--- src/rtl/dvse_pkg.sv ---
package dvse_pkg;

    // DEX value type codes
    localparam logic [4:0] TY_BYTE   = 5'd0;
    localparam logic [4:0] TY_SHORT  = 5'd2;
    localparam logic [4:0] TY_CHAR   = 5'd3;
    localparam logic [4:0] TY_INT    = 5'd4;
    localparam logic [4:0] TY_LONG   = 5'd6;
    localparam logic [4:0] TY_FLOAT  = 5'd16;
    localparam logic [4:0] TY_DOUBLE = 5'd17;
    localparam logic [4:0] TY_STRING = 5'd23;
    localparam logic [4:0] TY_TYPE   = 5'd24;
    localparam logic [4:0] TY_FIELD  = 5'd25;
    localparam logic [4:0] TY_METHOD = 5'd26;
    localparam logic [4:0] TY_ENUM   = 5'd27;
    localparam logic [4:0] TY_NULL   = 5'd30;
    localparam logic [4:0] TY_BOOL   = 5'd31;

    localparam logic [31:0] IDX_NOT_FOUND = 32'hFFFF_FFFF;

    // Payload byte counts
    localparam logic [3:0] LEN_NONE = 4'd0;
    localparam logic [3:0] LEN_MAX  = 4'd8;

    // Decoded request: type, payload, byte count (or max count when sized)
    typedef struct packed {
        logic [4:0]  typ;
        logic [63:0] pay;
        logic        sized;
        logic [3:0]  len;
        logic [2:0]  hdr_hi;
    } dec_t;

    // Ready-to-send frame: header byte, payload, payload byte count
    typedef struct packed {
        logic [7:0]  hdr;
        logic [63:0] pay;
        logic [3:0]  len;
    } frm_t;

endpackage

--- src/rtl/dvse_decode.sv ---
module dvse_decode (
    input  logic               aclk,
    input  logic               aresetn,
    input  logic               in_valid,
    output logic               in_ready,
    input  logic [4:0]         opcode,
    input  logic [63:0]        value_bits,
    input  logic [31:0]        pool_index,
    output logic               out_valid,
    input  logic               out_ready,
    output dvse_pkg::dec_t     out_dec
);

    logic            vld_reg;
    logic            vld_next;
    dvse_pkg::dec_t  dec_reg;
    dvse_pkg::dec_t  dec_next;
    logic [31:0]     idx_z;
    logic            load;

    assign in_ready  = !vld_reg || out_ready;
    assign load      = in_valid && in_ready;
    assign out_valid = vld_reg;
    assign out_dec   = dec_reg;

    assign idx_z = (pool_index == dvse_pkg::IDX_NOT_FOUND) ? 32'd0 : pool_index;

    always_comb begin
        dec_next.typ    = opcode;
        dec_next.pay    = 64'd0;
        dec_next.sized  = 1'b0;
        dec_next.len    = 4'd1;
        dec_next.hdr_hi = 3'd0;
        unique case (opcode)
            dvse_pkg::TY_BYTE: begin
                dec_next.pay = {56'd0, value_bits[7:0]};
            end
            dvse_pkg::TY_SHORT, dvse_pkg::TY_CHAR: begin
                dec_next.pay = {48'd0, value_bits[15:0]};
                dec_next.len = 4'd2;
            end
            dvse_pkg::TY_INT: begin
                dec_next.pay   = {{32{value_bits[31]}}, value_bits[31:0]};
                dec_next.sized = 1'b1;
                dec_next.len   = 4'd4;
            end
            dvse_pkg::TY_LONG: begin
                dec_next.pay   = value_bits;
                dec_next.sized = 1'b1;
                dec_next.len   = dvse_pkg::LEN_MAX;
            end
            dvse_pkg::TY_FLOAT: begin
                dec_next.pay = {32'd0, value_bits[31:0]};
                dec_next.len = 4'd4;
            end
            dvse_pkg::TY_DOUBLE: begin
                dec_next.pay = value_bits;
                dec_next.len = dvse_pkg::LEN_MAX;
            end
            dvse_pkg::TY_STRING, dvse_pkg::TY_TYPE, dvse_pkg::TY_FIELD,
            dvse_pkg::TY_METHOD, dvse_pkg::TY_ENUM: begin
                dec_next.pay = {40'd0, idx_z[23:0]};
                dec_next.len = (idx_z[31:16] != 16'd0) ? 4'd3 : 4'd2;
            end
            dvse_pkg::TY_NULL: begin
                dec_next.len = dvse_pkg::LEN_NONE;
            end
            dvse_pkg::TY_BOOL: begin
                dec_next.len    = dvse_pkg::LEN_NONE;
                dec_next.hdr_hi = {2'b00, |value_bits};
            end
            default: begin
                // unknown, array, annotation: int zero
                dec_next.typ = dvse_pkg::TY_INT;
            end
        endcase
    end

    always_comb begin
        vld_next = vld_reg;
        if (in_ready) begin
            vld_next = in_valid;
        end
    end

    always_ff @(posedge aclk) begin
        if (!aresetn) begin
            vld_reg <= 1'b0;
        end else begin
            vld_reg <= vld_next;
        end
    end

    always_ff @(posedge aclk) begin
        if (load) begin
            dec_reg <= dec_next;
        end
    end

endmodule

--- src/rtl/dvse_size.sv ---
module dvse_size (
    input  logic               aclk,
    input  logic               aresetn,
    input  logic               in_valid,
    output logic               in_ready,
    input  dvse_pkg::dec_t     in_dec,
    output logic               out_valid,
    input  logic               out_ready,
    output dvse_pkg::frm_t     out_frm
);

    logic            vld_reg;
    logic            vld_next;
    dvse_pkg::frm_t  frm_reg;
    dvse_pkg::frm_t  frm_next;
    logic [7:1]      fits;
    logic [3:0]      n_min;
    logic [3:0]      len_sel;
    logic            load;

    assign in_ready  = !vld_reg || out_ready;
    assign load      = in_valid && in_ready;
    assign out_valid = vld_reg;
    assign out_frm   = frm_reg;

    // fits[n]: value holds in n signed bytes (bits above 8n-1 all sign)
    for (genvar n = 1; n < 8; n++) begin : g_fit
        localparam int SH = 8 * n - 1;
        logic [63-SH:0] top;
        assign top     = in_dec.pay[63:SH];
        assign fits[n] = (top == '0) || (top == '1);
    end

    always_comb begin
        n_min = in_dec.len;
        for (int n = 7; n >= 1; n--) begin
            if ((4'(n) < in_dec.len) && fits[n]) begin
                n_min = 4'(n);
            end
        end
    end

    always_comb begin
        len_sel      = in_dec.sized ? n_min : in_dec.len;
        frm_next.len = len_sel;
        frm_next.pay = in_dec.pay;
        if (len_sel == dvse_pkg::LEN_NONE) begin
            frm_next.hdr = {in_dec.hdr_hi, in_dec.typ};
        end else begin
            frm_next.hdr = {3'(len_sel - 4'd1), in_dec.typ};
        end
    end

    always_comb begin
        vld_next = vld_reg;
        if (in_ready) begin
            vld_next = in_valid;
        end
    end

    always_ff @(posedge aclk) begin
        if (!aresetn) begin
            vld_reg <= 1'b0;
        end else begin
            vld_reg <= vld_next;
        end
    end

    always_ff @(posedge aclk) begin
        if (load) begin
            frm_reg <= frm_next;
        end
    end

endmodule

--- src/rtl/dvse_serial.sv ---
module dvse_serial (
    input  logic               aclk,
    input  logic               aresetn,
    input  logic               in_valid,
    output logic               in_ready,
    input  dvse_pkg::frm_t     in_frm,
    output logic               m_valid,
    input  logic               m_ready,
    output logic [7:0]         m_out_byte,
    output logic               m_last_byte
);

    logic         busy_reg;
    logic         busy_next;
    logic [7:0]   byte_reg;
    logic [7:0]   byte_next;
    logic [63:0]  pay_reg;
    logic [63:0]  pay_next;
    logic [3:0]   cnt_reg;
    logic [3:0]   cnt_next;
    logic         fin;
    logic         load;

    // cnt_reg: payload bytes still to send after the one on the port
    assign fin         = (cnt_reg == dvse_pkg::LEN_NONE);
    assign in_ready    = !busy_reg || (m_ready && fin);
    assign load        = in_valid && in_ready;
    assign m_valid     = busy_reg;
    assign m_out_byte  = byte_reg;
    assign m_last_byte = fin;

    always_comb begin
        busy_next = busy_reg;
        byte_next = byte_reg;
        pay_next  = pay_reg;
        cnt_next  = cnt_reg;
        if (load) begin
            // header first, payload waits in pay_reg
            busy_next = 1'b1;
            byte_next = in_frm.hdr;
            pay_next  = in_frm.pay;
            cnt_next  = in_frm.len;
        end else if (busy_reg && m_ready) begin
            if (fin) begin
                busy_next = 1'b0;
            end else begin
                byte_next = pay_reg[7:0];
                pay_next  = {8'd0, pay_reg[63:8]};
                cnt_next  = cnt_reg - 4'd1;
            end
        end
    end

    always_ff @(posedge aclk) begin
        if (!aresetn) begin
            busy_reg <= 1'b0;
            cnt_reg  <= dvse_pkg::LEN_NONE;
        end else begin
            busy_reg <= busy_next;
            cnt_reg  <= cnt_next;
        end
    end

    always_ff @(posedge aclk) begin
        byte_reg <= byte_next;
        pay_reg  <= pay_next;
    end

endmodule

--- src/rtl/dex_encoded_value_scalar_encoder_top.sv ---
// Channel   Ports                                    Direction  Moves
// s_        s_valid/s_ready, opcode, value, index    in         one scalar request
// m_        m_valid/m_ready, out_byte, last_byte     out        one encoded byte
//
// Pipeline: decode -> size -> serializer; the header byte reaches m_ through the
// decode, size and serializer registers. Each request produces 1 to 9 bytes, one
// per cycle while m_ready is high; the serializer takes no new frame before the
// current frame's last byte, and loads the next frame on the edge that takes it.
// Reset (aresetn low at a clock edge) empties every stage; payload regs keep junk.
// A stall on m_ready backs up stage by stage; nothing is dropped or repeated.
module dex_encoded_value_scalar_encoder_top (
    input  logic         aclk,
    input  logic         aresetn,
    input  logic         s_valid,
    output logic         s_ready,
    input  logic [4:0]   s_opcode,
    input  logic [63:0]  s_value_bits,
    input  logic [31:0]  s_pool_index,
    output logic         m_valid,
    input  logic         m_ready,
    output logic [7:0]   m_out_byte,
    output logic         m_last_byte
);

    // decode -> size
    logic            dec_valid;
    logic            dec_ready;
    dvse_pkg::dec_t  dec;

    // size -> serializer
    logic            frm_valid;
    logic            frm_ready;
    dvse_pkg::frm_t  frm;

    // Stage 1: type decode, payload select, index not-found fixup
    dvse_decode u_decode (
        .aclk       (aclk),
        .aresetn    (aresetn),
        .in_valid   (s_valid),
        .in_ready   (s_ready),
        .opcode     (s_opcode),
        .value_bits (s_value_bits),
        .pool_index (s_pool_index),
        .out_valid  (dec_valid),
        .out_ready  (dec_ready),
        .out_dec    (dec)
    );

    // Stage 2: minimum signed width for int/long, header byte build
    dvse_size u_size (
        .aclk      (aclk),
        .aresetn   (aresetn),
        .in_valid  (dec_valid),
        .in_ready  (dec_ready),
        .in_dec    (dec),
        .out_valid (frm_valid),
        .out_ready (frm_ready),
        .out_frm   (frm)
    );

    // Stage 3: header then payload bytes, LSB first; loads next frame on last byte
    dvse_serial u_serial (
        .aclk        (aclk),
        .aresetn     (aresetn),
        .in_valid    (frm_valid),
        .in_ready    (frm_ready),
        .in_frm      (frm),
        .m_valid     (m_valid),
        .m_ready     (m_ready),
        .m_out_byte  (m_out_byte),
        .m_last_byte (m_last_byte)
    );

endmodule

--- config.mk ---
export PLATFORM = sky130hd
export DESIGN_NAME = dex_encoded_value_scalar_encoder_top
export DESIGN_NICKNAME = d
export VERILOG_FILES = /design/src/rtl/dvse_pkg.sv /design/src/rtl/dvse_decode.sv /design/src/rtl/dvse_size.sv /design/src/rtl/dvse_serial.sv /design/src/rtl/dex_encoded_value_scalar_encoder_top.sv
export SDC_FILE = /design/constraint.sdc
export NUM_CORES = 1
export LEC_CHECK = 0
export ABC_AREA = 1
export BUFFER_PORTS_ARGS = -buffer_cell sky130_fd_sc_hd__buf_2
export CAP_MARGIN = 20
export CORE_ASPECT_RATIO = 1.4
export CORE_UTILIZATION = 55
export DETAILED_ROUTE_END_ITERATION = 7
export GPL_ROUTABILITY_DRIVEN = 0
export PLACE_DENSITY = 0.76
export RECOVER_POWER = 25
export SLEW_MARGIN = 20
export SYNTH_ARGS = -nofsm -noshare
export SYNTH_HDL_FRONTEND = slang
export SYNTH_SLANG_ARGS = --single-unit
--- constraint.sdc ---
create_clock -name aclk -period 7.5 [get_ports aclk]
set_input_delay 0.75 -clock aclk [delete_from_list [all_inputs] [get_ports aclk]]
set_output_delay 0.75 -clock aclk [all_outputs]
set_load 0.01 [all_outputs]
==> results of run 1 <==
through the flow:
step / util, % / std cells / hold slack (ps) / setup WS (ps)
final: 64.26 / 1286 / 416.6 / 4320
after global routing: 64.26 / 1286 / 422.6 / 3995
after CTS: 64.59 / 1286 / 421.5 / 4694
after detailed placement: 60.96 / 1248 / 407.5 / 4512
after global placement: 60.96 / 1248 / 403.9 / 4530
after floorplan: - / 918 / 400.3 / 2262
area by class of cell:
class,count,area [µm²]
Sequential cell,230,6837
Fill cell,1425,6220
Multi-Input combinational cell,576,2499
Timing Repair Buffer,120,598.1
Clock buffer,23,533.0
Inverter,86,322.8
Tap cell,236,295.3
Clock inverter,15,97.59
power by group:
group,switching (mW),internal (mW)
registers,0.0370,1.51
logic,0.138,0.0682
clock network,0.433,0.548
Yosys cell counts (all sizes together):
cell type  number  share of area, %
nand2         354                14
edfxtp        223                68
inv            86               3.3
nor2           84               3.5
nand3          31               1.6
nand4          28               1.8
o21ai          25               1.3
nor4           15              0.96
buf            14              0.78
clkbuf         12              0.46
a21oi           9              0.46
dfxtp           7               1.4
nor3            6              0.36
or2             5              0.32
o22ai           4              0.26
o211ai          3              0.23
a31oi           2              0.13
ha              2              0.26
nand3b          2              0.15
xnor2           2              0.18
a22oi           1             0.077
a311oi          1              0.27
o21a            1             0.077
o311ai          1             0.089
layer usage:
layer	track usage (%)	vias up	part of all wire, %	wire length, µm
met5	0	-	0	0
met3	2.467	47	5.9	1080
met4	8.501	0	3.3	610
met2	34.86	231	49	8987
met1	27.74	3030	42	7737
li1	-	3321	-	-
path summary, 6_finish.rpt:
kind | slack (ps) | start | endpoint | cells past startpoint
hold reg to reg | 420 | u_decode.out_dec[10] | u_size.out_frm[6] | 0
hold / removal | 420 | u_decode.out_dec[10] | u_size.out_frm[6] | 0
setup reg to reg | 4740 | u_serial.cnt_reg[0] | u_serial.pay_reg[18] | 11
setup / recovery | 4320 | s_opcode[3] | u_decode.out_dec[6] | 8
critical path: cells and delay by family:
kind / cells / cell delay (ps)
AND/OR/NAND/NOR: 5 / 2030
buffers and inverters: 3 / 440
cells by family after synthesis:
group / count (synthesis) / share of synthesized area [%]
compound gates: 47 / 2.858
xor+xnor: 2 / 0.1787
fa+ha+maj: 2 / 0.2552
buf+inv: 112 / 4.530
flops: 230 / 69.72
simple gates: 525 / 22.46
==> results by group, run 1 <==
Drt
  • Total number of vias: 6629
  • DRC viols: 0
  • Routed wire length: 18420 µm
  • Per-cell routed wire length: 14.32 µm
  • Detail Route Antenna Nets: 0
  • Number of iterations in the first detailed-routing pass: 5
  • Vias per cell: 5.155
  • DR iter-0 viols: roughly 440

Worst setup path
  • Max incr delay on CP: 1410 ps
  • Worst setup SP type: primary input
  • Worst setup EP type: flop
  • Critical Path Slowest Stage Cell: nor2_1
  • Worst Path Required: 7540 ps
  • CP Cell Sequence: clkbuf_1, inv_1, nand2_1, nor2_1, nand2_4, nand2_1, inv_1, nor2_1
  • Crit-path max FO: 33
  • Setup CP Type: in2reg
  • Critical Path AT: 3220 ps

Power
  • Max VDD drop: 0.0001688 V
  • Power Density: 244.8 nW/µm²
  • Leak: 4.729 nW
  • Total Power: 2.737 mW

Placed design
  • Final HPWL DP: 12910 µm
  • Post-DP Area: 10610 µm²
  • # port buffers: ~120

Die
  • Die Width: between 100 and 150 µm
  • Initial Util: 56.35%
  • Core area: around 17000 µm²
  • I/O pins: between 100 and 150
  • Num rows: 57
  • Die footprint: approximately 18000 µm²
  • Die height: 160.0 µm

Global routing
  • Largest net degree at the start of global routing: 79
  • GRT Total Usage: roughly a fifth
  • Grt total ovfl: 0
  • Vias in the first global route: approximately 6300
  • First-pass GRT wire length: 29570 µm
  • Initial antenna violation count: 0

Final layout
  • Ant diodes: 0
  • Final Net Count: 1142
  • Fin area: around 11000 µm²
  • Layout cell share with drive strength beyond 1: 14.67%
  • Most common cell after layout, fill and taps aside: nand2_1
  • Area grow syn2layout: 14.04%
  • Largest register FFs: 76
  • Commonest non-fill, non-tap cells in the layout: nand2_1 (351), edfxtp_1 (223), buf_2 (103)

Timing
  • Setup violations, final: 0
  • Max Freq: 0.3145 GHz
  • Worst Tran Pin Value: 1810 ps
  • Final-report max-slew violation count: 34
  • Fin crit share: roughly 42%
  • Fin Setup TNS: 0 ps
  • Max-Slew Margin vs Limit: -21.12%
  • Hold Fails Final Rpt: 0
  • Clk_skew: 7.077 ps
  • RSZ-0062 raised after global routing: no
  • Crit path time final: roughly 3200 ps

Clock network
  • CTS buffer count: 21
  • Setup Buffers After CTS: 0
  • # H-tree levels: 1
  • Hold_buf cts: 0
  • PostCTS Resize Cnt: 0
  • Clk_lat worst skew: 490 ps
  • Clk sinks: 230
  • Clk root buf: clkbuf_16
  • Worst-path clk slew: 60 ps
  • Clk buf depth: 3
  • CTS tree: yes

Logic synthesis
  • YS warnings: 0
  • Synthesis-stage register bit count: 230
  • Mapped Avg Cell Area: 10.68 µm²
  • Synth cell types: 35
  • Syn nets: about 1000
  • Cells after Synth: 918
  • Cell Area, Synth: around 10000 µm²
  • Register area share after synthesis: between 60 and 70%

Status
  • Outcome: finished with violations
  • Violated checks: capacitance limit, slew limit

Min path
  • Hold Path Class: reg2reg

Run
  • Max Cap Violations: 1
No activity file was read; power rests on OpenSTA's default activity.
==> inputs of run 2 (changes only) <==
==> constraint.sdc (replaced) <==
create_clock -name aclk -period 3.3 [get_ports aclk]
set_input_delay 0.33 -clock aclk [delete_from_list [all_inputs] [get_ports aclk]]
set_output_delay 0.33 -clock aclk [all_outputs]
set_load 0.01 [all_outputs]
==> results by group, run 2 (synthesis results as in run 1) <==
Drt
  • Per-cell routed wire length: 14.45 µm
  • DR iter-0 viols: 676
  • DRC viols: 0
  • Number of iterations in the first detailed-routing pass: 5
  • Vias per cell: about 5.2
  • Detail Route Antenna Nets: 0
  • Total number of vias: 6725
  • Routed wire length: 18660 µm

Die
  • Initial Util: 56.35%
  • Num rows: between 50 and 60
  • Die height: between 150 and 200 µm
  • Die footprint: 18370 µm²
  • Die Width: 114.8 µm
  • I/O pins: 116
  • Core area: between 15000 and 20000 µm²

Final layout
  • Largest register FFs: 76
  • Final Net Count: 1148
  • Area grow syn2layout: 16.21%
  • Most common cell after layout, fill and taps aside: nand2_1
  • Commonest non-fill, non-tap cells in the layout: nand2_1 (351), edfxtp_1 (223), buf_2 (103)
  • Layout cell share with drive strength beyond 1: between 10% and 20%
  • Fin area: 11390 µm²
  • Final core utilization: approximately two thirds
  • Ant diodes: 0
  • Fillers: 1350

Worst setup path
  • Max incr delay on CP: about 400 ps
  • Crit-path max FO: 3
  • Critical Path Slowest Stage Cell: edfxtp_1
  • Critical Path AT: 2630 ps
  • CP most frequent cell: nand2_1
  • Worst Path Required: 3550 ps
  • R2R cell count: 17
  • CP Cell Sequence: nor2_1, nand2_1, nor2_1, nand2_1, nor2_1, nand3_1, nand2_1, nand2_1, nand2_1, nand2_1, nand2_1, nand2_1, ha_1, nand3_1, nor2_1, nand2_1, nand2_1
  • Worst setup EP type: flop
  • Worst setup SP type: flop
  • Setup CP Type: reg2reg

Status
  • Outcome: completed

Global routing
  • Vias in the first global route: 6461
  • Largest net degree at the start of global routing: 77
  • GRT Total Usage: a little over a fifth
  • Grt total ovfl: 0
  • First-pass GRT wire length: 30070 µm
  • Initial antenna violation count: 0

Clock network
  • Setup Buffers After CTS: 0
  • PostCTS Resize Cnt: 0
  • # H-tree levels: 1
  • CTS tree: yes
  • Hold_buf cts: 0
  • CTS buffer count: 21
  • Clk_lat worst skew: slightly below 500 ps
  • Clk sinks: 230
  • Clk root buf: clkbuf_16
  • Worst-path clk slew: 70 ps
  • Clk buf depth: 3

Run
  • Max Cap Violations: 0

Power
  • Max VDD drop: 0.0003901 V
  • Leak: 4.827 nW
  • Power Density: 582.6 nW/µm²

Placed design
  • Final HPWL DP: 13440 µm
  • # port buffers: between 100 and 150
  • Dpl ws: 967.6 ps
  • Post-DP Area: 10690 µm²

Timing
  • Max Freq: roughly 0.42 GHz
  • Crit path time final: 2382 ps
  • Hold Fails Final Rpt: 0
  • Fin crit share: 72.17%
  • Final-report max-slew violation count: 0
  • Setup violations, final: 0
  • RSZ-0062 raised after global routing: no
  • Clk_skew: 11.40 ps
  • Max-Slew Margin vs Limit: 27.22%
  • Worst Tran Pin Value: 1091 ps
  • Fin Setup TNS: 0 ps
  • Worst setup margin: 918.3 ps

Min path
  • Hold Path Depth: 3
  • Hold Path Class: in2reg
[run 2: changes by cell type in the layout (fill, tap and decap cells not counted), sizes merged]
cell      delta
buf          +6
bufinv       +5
clkinv       -5
clkbuf       -1
clkinvlp     +1
[run 2: final cells by class]
type                       count  area [µm²]  area share, %
timing repair buffer         126       680.7          5.973
inverter                      86       322.8          2.833
sequential                   230        6837          60.00
clock inverter                16       229.0          2.009
tap                          236       295.3          2.591
clock buffer                  22       529.3          4.645
multi-input combinational    576        2501          21.95
[run 2: where the power goes]
group	switching (mW)	leakage [nW]	internal (mW)
logic	0.323	2.24	0.165
registers	0.0831	2.22	3.44
clock network	0.995	0.367	1.63
[run 2: stage by stage]
stage	hold WS, ps	std cells	power (mW)
4_1_cts	96.20	1292	6.673
6_report	102.6	1292	6.638
5_1_grt	108.2	1292	6.863
3_5_place_dp	405.4	1254	4.079
3_3_place_gp	401.7	1254	4.059
2_1_floorplan	400.3	918	3.864
[run 2: layer usage]
| metal | global-route usage, % | wire [µm] | vias up |
|---|---|---|---|
| li1 | - | - | 3335 |
| met1 | 27.92 | 7951 | 3091 |
| met2 | 36.04 | 9195 | 256 |
| met3 | 2.543 | 1098 | 43 |
| met4 | 5.903 | 418 | 0 |
| met5 | 0 | 0 | - |
[run 2: final timing paths]
kind / endpoint / start / slack, ps
min reg2reg: u_size.out_frm[10] / u_decode.out_dec[14] / 420
max: u_size.out_frm[73] / u_decode.out_dec[65] / 920
max reg2reg: u_size.out_frm[73] / u_decode.out_dec[65] / 920
min: u_serial.cnt_reg[1] / aresetn / 100
[run 2: critical path, delay by kind of cell (launching register included)]
| kind | cells | cell delay, ps |
|---|---|---|
| flip-flops | 1 | 410 |
| adder cells (fa/ha/maj) | 1 | 250 |
| AND/OR/NAND/NOR | 16 | 1480 |
==> inputs of run 3 (changes only) <==
--- a/config.mk
+++ b/config.mk
@@ -9,10 +9,10 @@
 export BUFFER_PORTS_ARGS = -buffer_cell sky130_fd_sc_hd__buf_2
 export CAP_MARGIN = 20
 export CORE_ASPECT_RATIO = 1.4
-export CORE_UTILIZATION = 55
+export CORE_UTILIZATION = 52
 export DETAILED_ROUTE_END_ITERATION = 7
 export GPL_ROUTABILITY_DRIVEN = 0
-export PLACE_DENSITY = 0.76
+export PLACE_DENSITY = 0.75
 export RECOVER_POWER = 25
 export SLEW_MARGIN = 20
 export SYNTH_ARGS = -nofsm -noshare
==> constraint.sdc (replaced) <==
create_clock -name aclk -period 2.1 [get_ports aclk]
set_input_delay 0.21 -clock aclk [delete_from_list [all_inputs] [get_ports aclk]]
set_output_delay 0.21 -clock aclk [all_outputs]
set_load 0.01 [all_outputs]
==> results by group, run 3 (synthesis results as in run 1) <==
Die
  • Initial Util: 52.92%
  • Die height: 164.5 µm
  • Die Width: 118.1 µm
  • Num rows: 59
  • Core area: approximately 19000 µm²
  • I/O pins: 116
  • Die footprint: just under 20000 µm²

Worst setup path
  • Critical Path Slowest Stage Cell: edfxtp_1
  • Crit-path max FO: 3
  • Worst setup path start: u_decode.out_dec[66]
  • Worst setup EP type: flop
  • Setup CP Type: reg2reg
  • Worst Path Required: ~2300 ps
  • CP most frequent cell: nand2_1
  • Delay-heaviest family, CP: simple AND/OR/NAND/NOR gates
  • Worst setup SP type: flop
  • Worst Path Buf+Inv: 0
  • Critical Path AT: ~2600 ps
  • R2r startpoint: u_decode.out_dec[66]
  • CP Cell Sequence: nor2_4, nand2_2, nor2_2, nand2_2, nor2_2, nand2_1, nand2_1, nand2_1, nand2_1, nand2_1, nand2_1, nand2_1, nand2_1, ha_2, nand4_1, nand2_1, nand2_1
  • Max incr delay on CP: 470 ps

Timing
  • Fin crit share: 109.7%
  • Clk_skew: 10.78 ps
  • Max-Slew Margin vs Limit: between 30% and 40%
  • Hold Fails Final Rpt: 0
  • RSZ-0062 raised after global routing: yes
  • Setup violations, final: 4
  • Crit path time final: around 2300 ps
  • Max Freq: 0.4341 GHz
  • Fin Setup TNS: -475.6 ps
  • Worst setup margin: -203.7 ps
  • Worst Tran Pin Value: 1011 ps
  • Final-report max-slew violation count: 0

Drt
  • DRC viols: 0
  • Number of iterations in the first detailed-routing pass: 5
  • Routed wire length: 20270 µm
  • Detail Route Antenna Nets: 0
  • DR iter-0 viols: 695
  • Per-cell routed wire length: about 15 µm
  • Vias per cell: between 5 and 6
  • Total number of vias: 7000

Global routing
  • Vias in the first global route: 6592
  • First-pass GRT wire length: around 31000 µm
  • Grt total ovfl: 0
  • GRT Total Usage: about a fifth
  • Initial antenna violation count: 0
  • Largest net degree at the start of global routing: 68

Final layout
  • Layout cell share with drive strength beyond 1: 22.05%
  • Most common cell after layout, fill and taps aside: nand2_1
  • Ant diodes: 0
  • Final Net Count: 1204
  • Area grow syn2layout: 22.05%
  • Largest register FFs: 76
  • Fillers: 1413
  • Register Area: 6839 µm²
  • Multi-input gate area: 2641 µm²
  • Commonest non-fill, non-tap cells in the layout: nand2_1 (336), edfxtp_1 (223), buf_2 (105)
  • Fin area: 11970 µm²

Min path
  • Hold path startpoint: s_value_bits[52]
  • Hold Path Class: in2reg

Power
  • Power Density: approximately 850 nW/µm²
  • Leak: 5.051 nW
  • Max VDD drop: between 0.0006 and 0.0007 V
  • Total Power: between 10 and 15 mW

Clock network
  • CTS tree: yes
  • Clk sinks: 230
  • Clk_lat worst skew: 490 ps
  • CTS buffer count: 22
  • # H-tree levels: 1
  • Clk root buf: clkbuf_16
  • Clk buf depth: 3
  • Worst-path clk slew: 70 ps

Placed design
  • Post-DP Area: 11080 µm²
  • Final HPWL DP: 14200 µm
  • # port buffers: 115

Status
  • Violated checks: setup timing
  • Outcome: finished with violations

Run
  • Max Cap Violations: 0
==> run 3: changes by cell type in the layout (fill, tap and decap cells not counted), sizes merged <==
| cell | delta |
|---|---|
| clkinvlp | +2 |
| clkbuf | +25 |
| clkinv | +2 |
| bufinv | -5 |
| buf | +22 |
| dlygate4sd3 | +12 |
| inv | -3 |
==> run 3: layer usage <==
| layer | up-vias | global-route usage [%] | share of wire [%] |
|---|---|---|---|
| li1 | 3444 | - | - |
| met1 | 3233 | 25.87 | 41 |
| met2 | 280 | 37.25 | 50 |
| met3 | 43 | 2.486 | 5.8 |
| met4 | 0 | 5.944 | 2.6 |
| met5 | - | 0 | 0 |
==> run 3: path summary, 6_finish.rpt <==
path / end / depth (start not counted) / slack [ps]
worst max-delay path: u_size.out_frm[73] / 17 / -200
worst min register to register: u_size.out_frm[4] / 0 / 420
worst max register to register: u_size.out_frm[73] / 17 / -200
worst min-delay path: u_decode.out_dec[60] / 3 / 10
==> run 3: power by group <==
part	switching (mW)	leakage [nW]	internal, mW
registers	0.130	2.22	5.40
clock network	1.58	0.334	2.12
logic	0.556	2.50	0.358
total	2.27	5.05	7.88
==> run 3: cell type report <==
type | count | area share [%]
Clock buffer | 26 | 4.903
Tap cell | 244 | 2.551
Multi-Input combinational cell | 576 | 22.07
Clock inverter | 12 | 0.7841
Timing Repair Buffer | 181 | 9.786
Inverter | 86 | 2.760
Sequential cell | 230 | 57.15
==> run 3: worst reg2reg max path, cell delays in order, from the launching register on <==
cell and delay [ps]:
edfxtp_1 470, nor2_4 190, nand2_2 80, nor2_2 120, nand2_2 90, nor2_2 130, nand2_1 60, nand2_1 80
nand2_1 60, nand2_1 70, nand2_1 40, nand2_1 50, nand2_1 50, nand2_1 80, ha_2 200, nand4_1 130
nand2_1 100, nand2_1 60
==> run 3: timing repair <==
action | in CTS | in global routing
setup buffers | 3 | 5
resized for setup | 17 | 22
pin swaps | 9 | 20
endpoints found under the setup margin | 3 | 29
cloned | 0 | 0
hold endpoints to repair | 13 | 0
hold buffers | 12 | 0
==> run 3: per-stage QoR <==
step                      hold slack, ps  worst slack (ps)  instances  util [%]
after floorplan                    340.8            -465.9        918         -
after global placement             404.4            -65.63       1297     59.81
after detailed placement           404.5            -206.0       1297     59.81
after CTS                          1.030            -70.98       1350     64.51
after global routing               8.897            -363.8       1355     64.59
final                              11.48            -203.7       1355     64.59
